==> config.mk <==
export PLATFORM = sky130hd
export DESIGN_NAME = rssi_sorted_channel_table_top
export DESIGN_NICKNAME = d
export VERILOG_FILES = /design/src/rsct_pkg.sv /design/src/rsct_cell.sv /design/src/rssi_sorted_channel_table_top.sv
export VERILOG_INCLUDE_DIRS = /design/src /design/src/src
export SDC_FILE = /design/constraint.sdc
export NUM_CORES = 1
export LEC_CHECK = 0
export BUFFER_PORTS_ARGS = -buffer_cell sky130_fd_sc_hd__buf_2
export CAP_MARGIN = 15
export CORE_UTILIZATION = 36
export CTS_CLUSTER_DIAMETER = 120
export DETAILED_ROUTE_END_ITERATION = 10
export SKIP_LAST_GASP = 1
export SYNTH_ARGS = -nofsm -noshare
export SYNTH_HDL_FRONTEND = slang
export SYNTH_HIERARCHICAL = 1
export SYNTH_SLANG_ARGS = --single-unit
export TNS_END_PERCENT = 30
==> constraint.sdc <==
create_clock -name i_clk -period 8.9 [get_ports i_clk]
set_clock_uncertainty 0.2 [all_clocks]
set_input_delay 1.335 -clock i_clk [delete_from_list [all_inputs] [get_ports i_clk]]
set_output_delay 1.335 -clock i_clk [all_outputs]
set_load 0.01 [all_outputs]
==> src/assert_macros.svh <==
// Shared assertion macros for the channel table RTL.
`ifndef ASSERT_MACROS_SVH
`define ASSERT_MACROS_SVH

// Property checked on every clock edge outside reset.
`define ASSERT_AT_CLK(label, clk, rst_n, prop) \
    label: assert property (@(posedge clk) disable iff (!rst_n) (prop)) \
        else $error("channel table assertion failed");

// Consequent must hold in the cycle after the antecedent.
`define ASSERT_NEXT(label, clk, rst_n, ante, cons) \
    `ASSERT_AT_CLK(label, clk, rst_n, (ante) |=> (cons))

`endif

==> src/rsct_pkg.sv <==
package rsct_pkg;

    localparam int DEFAULT_TABLE_DEPTH = 16;
    localparam int COUNT_W             = 5;
    localparam int IN_DATA_W           = 32;
    localparam int OUT_DATA_W          = 24;
    localparam int OUT_PAD_W           = 3;

    typedef enum logic [1:0] {
        OP_CLEAR  = 2'd0,
        OP_SCAN   = 2'd1,
        OP_CHOOSE = 2'd2,
        OP_NONE   = 2'd3
    } t_opcode;

    typedef enum logic [1:0] {
        STS_OK    = 2'd0,
        STS_EMPTY = 2'd1,
        STS_END   = 2'd2,
        STS_FULL  = 2'd3
    } t_status;

    typedef enum logic [1:0] {
        CELL_HOLD,
        CELL_INSERT,
        CELL_REMOVE,
        CELL_UPDATE
    } t_cell_op;

    typedef struct packed {
        logic [7:0]        channel;
        logic signed [7:0] snr;
        logic signed [7:0] rssi;
        logic              synced;
    } t_entry;

    // Broadcast to every cell of the chain.
    typedef struct packed {
        logic     cmp_en;
        t_cell_op op;
        t_entry   data;
    } t_cell_cmd;

endpackage

==> src/rsct_cell.sv <==
module rsct_cell (
    input  logic               i_clk,
    input  rsct_pkg::t_cell_cmd i_cmd,
    input  logic               i_valid,
    input  rsct_pkg::t_entry   i_left,
    input  rsct_pkg::t_entry   i_right,
    input  logic               i_lower_seen,
    input  logic               i_match_seen,
    output logic               o_lower_seen,
    output logic               o_match_seen,
    output rsct_pkg::t_entry   o_entry
);
    import rsct_pkg::*;

    t_entry r_entry;
    logic   r_match;
    logic   r_lower;

    // Flags are sampled in the compare cycle and used in the apply cycle.
    always_ff @(posedge i_clk) begin
        if (i_cmd.cmp_en) begin
            r_match <= i_valid && (r_entry.channel == i_cmd.data.channel);
            r_lower <= i_valid && ($signed(r_entry.rssi) < $signed(i_cmd.data.rssi));
        end
        case (i_cmd.op)
            CELL_INSERT: begin
                // cells past the insertion point shift right by one
                if (i_lower_seen) begin
                    r_entry <= i_left;
                end else if (r_lower || !i_valid) begin
                    r_entry <= i_cmd.data;
                end
            end
            CELL_REMOVE: begin
                if (i_match_seen || r_match) begin
                    r_entry <= i_right;
                end
            end
            CELL_UPDATE: begin
                if (r_match) begin
                    r_entry.snr    <= i_cmd.data.snr;
                    r_entry.rssi   <= i_cmd.data.rssi;
                    r_entry.synced <= i_cmd.data.synced;
                end
            end
            default: begin
            end
        endcase
    end

    assign o_lower_seen = i_lower_seen | r_lower;
    assign o_match_seen = i_match_seen | r_match;
    assign o_entry      = r_entry;

endmodule

==> src/rssi_sorted_channel_table_top.sv <==
// Channel   Dir  Handshake                    Payload
// s_axis    in   s_axis_tvalid/s_axis_tready  tuser: opcode; tdata: channel, snr, rssi, flags
// m_axis    out  m_axis_tvalid/m_axis_tready  tuser: status; tdata: channel, snr, entry count
//
// Each request passes through accept, compare in every cell, shift/update and result.
// The chain of cells is the only storage; one request is in flight at a time.
// Reset (synchronous, i_rst_n low) empties the table and drops any pending result.
// A stalled m_axis holds the finished result; the next request is still accepted and
// processed, then waits in the result stage until the held result is taken.
`include "assert_macros.svh"

module rssi_sorted_channel_table_top #(
    parameter int TABLE_DEPTH = rsct_pkg::DEFAULT_TABLE_DEPTH
) (
    input  logic                           i_clk,
    input  logic                           i_rst_n,
    input  logic                           s_axis_tvalid,
    output logic                           s_axis_tready,
    // [7:0] channel, [15:8] snr_in, [23:16] rssi_in, [24] synced, [25] force_keep
    input  logic [rsct_pkg::IN_DATA_W-1:0] s_axis_tdata,
    // [1:0] opcode
    input  logic [1:0]                     s_axis_tuser,
    output logic                           m_axis_tvalid,
    input  logic                           m_axis_tready,
    // [7:0] chosen_channel, [15:8] chosen_snr, [20:16] entry_count
    output logic [rsct_pkg::OUT_DATA_W-1:0] m_axis_tdata,
    // [1:0] status
    output logic [1:0]                     m_axis_tuser
);
    import rsct_pkg::*;

    localparam int IDX_W = $clog2(TABLE_DEPTH);
    localparam int CNT_W = $clog2(TABLE_DEPTH + 1);

    typedef enum logic [1:0] {
        S_IDLE,
        S_CMP,
        S_APPLY,
        S_PUSH
    } t_state;

    t_state                r_state, n_state;
    t_opcode               r_op, n_op;
    t_entry                r_req, n_req;
    logic                  r_keep, n_keep;
    t_status               r_status, n_status;
    logic [CNT_W-1:0]      r_count, n_count;
    logic [IDX_W-1:0]      r_cursor, n_cursor;
    logic                  r_cursor_valid, n_cursor_valid;
    logic [7:0]            r_res_ch, n_res_ch;
    logic [7:0]            r_res_snr, n_res_snr;
    logic                  r_out_valid, n_out_valid;
    logic [OUT_DATA_W-1:0] r_out_data, n_out_data;
    logic [1:0]            r_out_user, n_out_user;

    t_cell_cmd             cell_cmd;
    t_entry                cell_entry [TABLE_DEPTH];
    logic [TABLE_DEPTH:0]  lower_seen;
    logic [TABLE_DEPTH:0]  match_seen;
    logic                  match_any;
    logic [CNT_W-1:0]      cursor_next;
    logic [CNT_W+COUNT_W-1:0] count_ext;

    assign lower_seen[0] = 1'b0;
    assign match_seen[0] = 1'b0;
    assign match_any     = match_seen[TABLE_DEPTH];

    for (genvar g = 0; g < TABLE_DEPTH; g++) begin : g_cell
        t_entry left_entry;
        t_entry right_entry;
        logic   cell_valid;

        if (g == 0) begin : g_first
            assign left_entry = cell_cmd.data;
        end else begin : g_inner
            assign left_entry = cell_entry[g-1];
        end
        if (g == TABLE_DEPTH - 1) begin : g_last
            assign right_entry = cell_entry[g];
        end else begin : g_body
            assign right_entry = cell_entry[g+1];
        end
        assign cell_valid = CNT_W'(g) < r_count;

        rsct_cell u_cell (
            .i_clk        (i_clk),
            .i_cmd        (cell_cmd),
            .i_valid      (cell_valid),
            .i_left       (left_entry),
            .i_right      (right_entry),
            .i_lower_seen (lower_seen[g]),
            .i_match_seen (match_seen[g]),
            .o_lower_seen (lower_seen[g+1]),
            .o_match_seen (match_seen[g+1]),
            .o_entry      (cell_entry[g])
        );
    end

    assign cursor_next = CNT_W'(r_cursor) + CNT_W'(1);
    assign count_ext   = {{COUNT_W{1'b0}}, r_count};

    always_comb begin
        n_state        = r_state;
        n_op           = r_op;
        n_req          = r_req;
        n_keep         = r_keep;
        n_status       = r_status;
        n_count        = r_count;
        n_cursor       = r_cursor;
        n_cursor_valid = r_cursor_valid;
        n_res_ch       = r_res_ch;
        n_res_snr      = r_res_snr;
        n_out_valid    = r_out_valid && !m_axis_tready;
        n_out_data     = r_out_data;
        n_out_user     = r_out_user;
        cell_cmd.cmp_en = 1'b0;
        cell_cmd.op     = CELL_HOLD;
        cell_cmd.data   = r_req;

        unique case (r_state)
            S_IDLE: begin
                if (s_axis_tvalid) begin
                    n_op           = t_opcode'(s_axis_tuser);
                    n_req.channel  = s_axis_tdata[7:0];
                    // force mode keeps rssi in the snr slot
                    n_req.snr      = s_axis_tdata[25] ? s_axis_tdata[23:16]
                                                      : s_axis_tdata[15:8];
                    n_req.rssi     = s_axis_tdata[23:16];
                    n_req.synced   = s_axis_tdata[24];
                    n_keep         = s_axis_tdata[24] | s_axis_tdata[25];
                    n_status       = STS_OK;
                    n_state        = S_CMP;
                end
            end
            S_CMP: begin
                cell_cmd.cmp_en = 1'b1;
                unique case (r_op)
                    OP_CLEAR: begin
                        n_count        = '0;
                        n_cursor       = '0;
                        n_cursor_valid = 1'b0;
                    end
                    OP_CHOOSE: begin
                        if (r_count == '0) begin
                            n_status       = STS_EMPTY;
                            n_cursor_valid = 1'b0;
                        end else if (!r_cursor_valid) begin
                            n_cursor       = '0;
                            n_cursor_valid = 1'b1;
                        end else if (cursor_next >= r_count) begin
                            n_status       = STS_END;
                            n_cursor_valid = 1'b0;
                        end else begin
                            n_cursor = r_cursor + IDX_W'(1);
                        end
                    end
                    default: begin
                    end
                endcase
                n_state = S_APPLY;
            end
            S_APPLY: begin
                n_res_ch  = '0;
                n_res_snr = '0;
                unique case (r_op)
                    OP_SCAN: begin
                        if (r_keep) begin
                            if (match_any) begin
                                cell_cmd.op = CELL_UPDATE;
                            end else if (r_count == CNT_W'(TABLE_DEPTH)) begin
                                n_status = STS_FULL;
                            end else begin
                                cell_cmd.op    = CELL_INSERT;
                                n_count        = r_count + CNT_W'(1);
                                n_cursor_valid = 1'b0;
                            end
                        end else if (match_any) begin
                            cell_cmd.op    = CELL_REMOVE;
                            n_count        = r_count - CNT_W'(1);
                            n_cursor_valid = 1'b0;
                        end
                    end
                    OP_CHOOSE: begin
                        if (r_status == STS_OK) begin
                            n_res_ch  = cell_entry[r_cursor].channel;
                            n_res_snr = cell_entry[r_cursor].snr;
                        end
                    end
                    default: begin
                    end
                endcase
                n_state = S_PUSH;
            end
            S_PUSH: begin
                if (!r_out_valid || m_axis_tready) begin
                    n_out_valid = 1'b1;
                    n_out_user  = r_status;
                    n_out_data  = {{OUT_PAD_W{1'b0}}, count_ext[COUNT_W-1:0],
                                   r_res_snr, r_res_ch};
                    n_state     = S_IDLE;
                end
            end
            default: begin
                n_state = S_IDLE;
            end
        endcase
    end

    always_ff @(posedge i_clk) begin
        r_op       <= n_op;
        r_req      <= n_req;
        r_keep     <= n_keep;
        r_status   <= n_status;
        r_res_ch   <= n_res_ch;
        r_res_snr  <= n_res_snr;
        r_out_data <= n_out_data;
        r_out_user <= n_out_user;
        if (!i_rst_n) begin
            r_state        <= S_IDLE;
            r_count        <= '0;
            r_cursor       <= '0;
            r_cursor_valid <= 1'b0;
            r_out_valid    <= 1'b0;
        end else begin
            r_state        <= n_state;
            r_count        <= n_count;
            r_cursor       <= n_cursor;
            r_cursor_valid <= n_cursor_valid;
            r_out_valid    <= n_out_valid;
        end
    end

    assign s_axis_tready = (r_state == S_IDLE);
    assign m_axis_tvalid = r_out_valid;
    assign m_axis_tdata  = r_out_data;
    assign m_axis_tuser  = r_out_user;

    `ASSERT_AT_CLK(a_count_bound, i_clk, i_rst_n, r_count <= CNT_W'(TABLE_DEPTH))
    `ASSERT_AT_CLK(a_cursor_in_table, i_clk, i_rst_n, r_cursor_valid |-> (CNT_W'(r_cursor) < r_count))
    `ASSERT_NEXT(a_push_done, i_clk, i_rst_n, r_state == S_PUSH && (!r_out_valid || m_axis_tready), r_out_valid && r_state == S_IDLE)
    `ASSERT_NEXT(a_count_quiet, i_clk, i_rst_n, r_state == S_IDLE || r_state == S_PUSH, r_count == $past(r_count))

endmodule
==> load_flow_metrics.sql <==
INSERT INTO impl_metrics (metric_group, metric, value, unit) VALUES
('clocking', 'worst_setup_hold_path_clk_slew', '0.06', 'ns'),
('timing', 'timing.slew.headroom', '0.196', ''),
('run_status', 'outcome', 'finished, final reports clean', ''),
('worst_setup_path', 'crit_path_frequent_cell', 'nor2_1', ''),
('global_route', 'globalRouteTotalUtil', '0.185', ''),
('worst_setup_path', 'worst_reg_to_reg_path_cell_count', '39', ''),
('floorplan', 'die_h', '308', 'um'),
('flow_run', 'drv.max_cap_violation_count', '0', ''),
('global_route', 'grt_pass1_vias', '23600', ''),
('floorplan', 'die_outline_area', '94900', 'um^2'),
('power', 'static_power_due_to_leakage', '13.5', 'nW'),
('worst_setup_path', 'worst_setup_path_end_kind', 'register', ''),
('floorplan', 'design.core.area', '92200', 'um^2'),
('layout', 'n_antenna_cell', '0', ''),
('timing', 'min_period', '7.99', 'ns'),
('detailed_routing', 'detail_route.iter0.violations', '1997', ''),
('timing', 'setup_total_negative_slack', '0', 'ns'),
('timing', 'finalCritPeriodShare', '0.898', ''),
('clocking', 'clock_tree_from_tritoncts', 'done', ''),
('power', 'power.density_cell_area', '216', 'nW/um^2'),
('place', 'detailedPlacementHpwl', '68600', 'um'),
('place', 'placed_cells_incl_taps', '4285', ''),
('worst_setup_path', 'crit_required', '9.08', 'ns'),
('power', 'vdd_drop_max', '149', 'uV'),
('clocking', 'postCtsHoldBufs', '0', ''),
('min_path', 'cell_count_of_the_worst_hold_path', '0', ''),
('worst_setup_path', 'timing.setup.critical_path_class', 'reg2reg', ''),
('clocking', 'worstSkewPairLatency', '0.64', 'ns'),
('clocking', 'clock_sink_count', '497', ''),
('detailed_routing', 'postRouteAntennaNets', '0', ''),
('detailed_routing', 'detailedRoute.firstPassIterationCount', '7', ''),
('layout', 'drive_above_1_share', '0.134', ''),
('timing', 'tightest_slew', '1.21', 'ns'),
('detailed_routing', 'route.detailed.wl_per_inst', '20.3', 'um'),
('logic_synthesis', 'cell_count_after_synthesis', '3088', ''),
('floorplan', 'i_o_pin_total', '66', ''),
('logic_synthesis', 'synth_area', '33700', 'um^2'),
('detailed_routing', 'route.detailed.vias_per_inst', '5.50', ''),
('worst_setup_path', 'critical_path.max_fanout', '25', ''),
('floorplan', 'die_w', '308', 'um'),
('clocking', 'clk_root_buffer_cell', 'clkbuf_16', ''),
('timing', 'max_freq', '0.125', 'GHz'),
('logic_synthesis', 'synth.avg_cell_area', '10.9', 'um^2'),
('place', 'gpl.final_weighted_congestion', '0.830', ''),
('worst_setup_path', 'worstPathArrival', '8.18', 'ns'),
('global_route', 'grt_pass1_wl', '137000', 'um'),
('worst_setup_path', 'critPathSlowestCell', 'nor2_1', ''),
('worst_setup_path', 'rr_endpoint', 'g_cell[15].u_cell/o_entry[6]', ''),
('worst_setup_path', 'crit_path_max_incr_delay', '0.46', 'ns'),
('detailed_routing', 'drc', '0', ''),
('global_route', 'grt_start_max_net_pins', '55', ''),
('place', 'port_buffers', '56', ''),
('detailed_routing', 'wl', '89400', 'um'),
('floorplan', 'placementRows', '111', ''),
('layout', 'nets', '3330', ''),
('layout', 'area_growth', '10.1', '%'),
('worst_setup_path', 'cp-startpoint', 'g_cell[0].u_cell/r_lower', ''),
('timing', 'setup_repair_after_global_routing_missed_its_margin', 'false', ''),
('min_path', 'hp-class', 'reg2reg', ''),
('worst_setup_path', 'timing.critical_path.from_type', 'register', ''),
('detailed_routing', 'routed-via-count', '24200', ''),
('timing', 'setup_violations', '0', ''),
('clocking', 'clk_path_buf_depth', '3', ''),
('worst_setup_path', 'timing.critical_path.to', 'g_cell[15].u_cell/o_entry[6]', ''),
('worst_setup_path', 'reg2reg_setup_slack', '0.91', 'ns'),
('global_route', 'grt.overflow.total', '0', ''),
('timing', 'maxSlewViolCount', '0', ''),
('clocking', 'cts_max_level', '2', ''),
('worst_setup_path', 'regToRegStartpoint', 'g_cell[0].u_cell/r_lower', ''),
('clocking', 'cts_inserted_buffers', '58', ''),
('timing', 'timing.final.hold_violations', '0', ''),
('floorplan', 'starting_density_of_the_core', '0.366', ''),
('logic_synthesis', 'yosys_warnings', '6', ''),
('global_route', 'antenna_violations_before_repair', '0', ''),
('layout', 'finished_layout_cells', '4404', '');
==> layer usage <==
layer  wire length, um  GRT usage
met2             42900      0.311
met3              4870     0.0212
met1             38000      0.241
met4              3640     0.0754
met5                 0          0
==> critical path: cells and delay by family, from the launching register on <==
family          cells  cell delay (ns)
compound gates      1             0.32
buf+inv            22             3.01
flops               1             0.35
simple gates       16             3.82
==> state kept, by name, indices dropped and copies added, names as in the netlist <==
name                   cells
g_cell.u_cell/o_entry    384
r_cursor_valid             1
r_res_snr                  8
r_state                    2
m_axis_tvalid              1
r_res_ch                   8
m_axis_tuser               2
r_op                       2
cell_cmd                  24
r_count                    5
m_axis_tdata              21
g_cell.u_cell/r_lower     16
r_keep                     1
r_status                   2
r_cursor                   4
g_cell.u_cell/r_match     16
==> worst min-delay path by stage <==
| stage | start | slack, ns | end |
|---|---|---|---|
| finish | r_res_ch[7] | 0.22 | m_axis_tdata[7] |
| global route | r_res_snr[1] | 0.22 | m_axis_tdata[9] |
| CTS | r_res_snr[1] | 0.22 | m_axis_tdata[9] |
| detailed placement | r_res_ch[7] | 0.21 | m_axis_tdata[7] |
| global placement | r_res_ch[7] | 0.21 | m_axis_tdata[7] |
| floorplan | r_res_ch[0] | 0.20 | m_axis_tdata[0] |
==> final cells by class <==
type | instances | area (um^2)
Tap cell | 1243 | 1560
Clock buffer | 67 | 1510
Inverter | 252 | 957
Timing Repair Buffer | 169 | 1290
Multi-Input combinational cell | 2137 | 16700
Fill cell | 8928 | 55100
Sequential cell | 497 | 14800
Clock inverter | 36 | 282
Timing Repair inverter | 3 | 15.0
==> through the flow <==
stage	instance area, um^2	util	hold slack [ns]	setup WS [ns]	power (W)
floorplan	33700	-	0.200	0.0804	0.00501
detailed placement	35100	0.381	0.206	0.466	0.00571
CTS	36900	0.400	0.220	0.424	0.00803
global route	37100	0.403	0.223	0.0699	0.00843
global placement	35100	0.381	0.206	0.544	0.00565
finish	37100	0.403	0.217	0.909	0.00801
==> where the power goes <==
part | internal (W) | total (W) | switching (W)
combinational | 0.000896 | 0.00226 | 0.00136
sequential | 0.00312 | 0.00345 | 0.000323
clock | 0.00132 | 0.00231 | 0.000992
total | 0.00534 | 0.00801 | 0.00268
==> cells in the final DEF, fill, tap and decap left out, types with 56 or more instances in the layout <==
cell,n
mux2i_1,178
nor2_1,63
inv_1,248
nor2b_1,150
xnor2_1,131
o21ai_0,299
a22oi_1,192
edfxtp_1,484
mux4_2,64
nand2_1,192
buf_2,56
clkbuf_16,59
ha_1,173
buf_4,104
a21oi_1,170
==> what timing repair did <==
item / CTS / global route
endpoints found under the setup margin: 0 / 75
buffers inserted: 0 / 6
resized for setup: 0 / 4
Power figures use the tool's default switching activity.
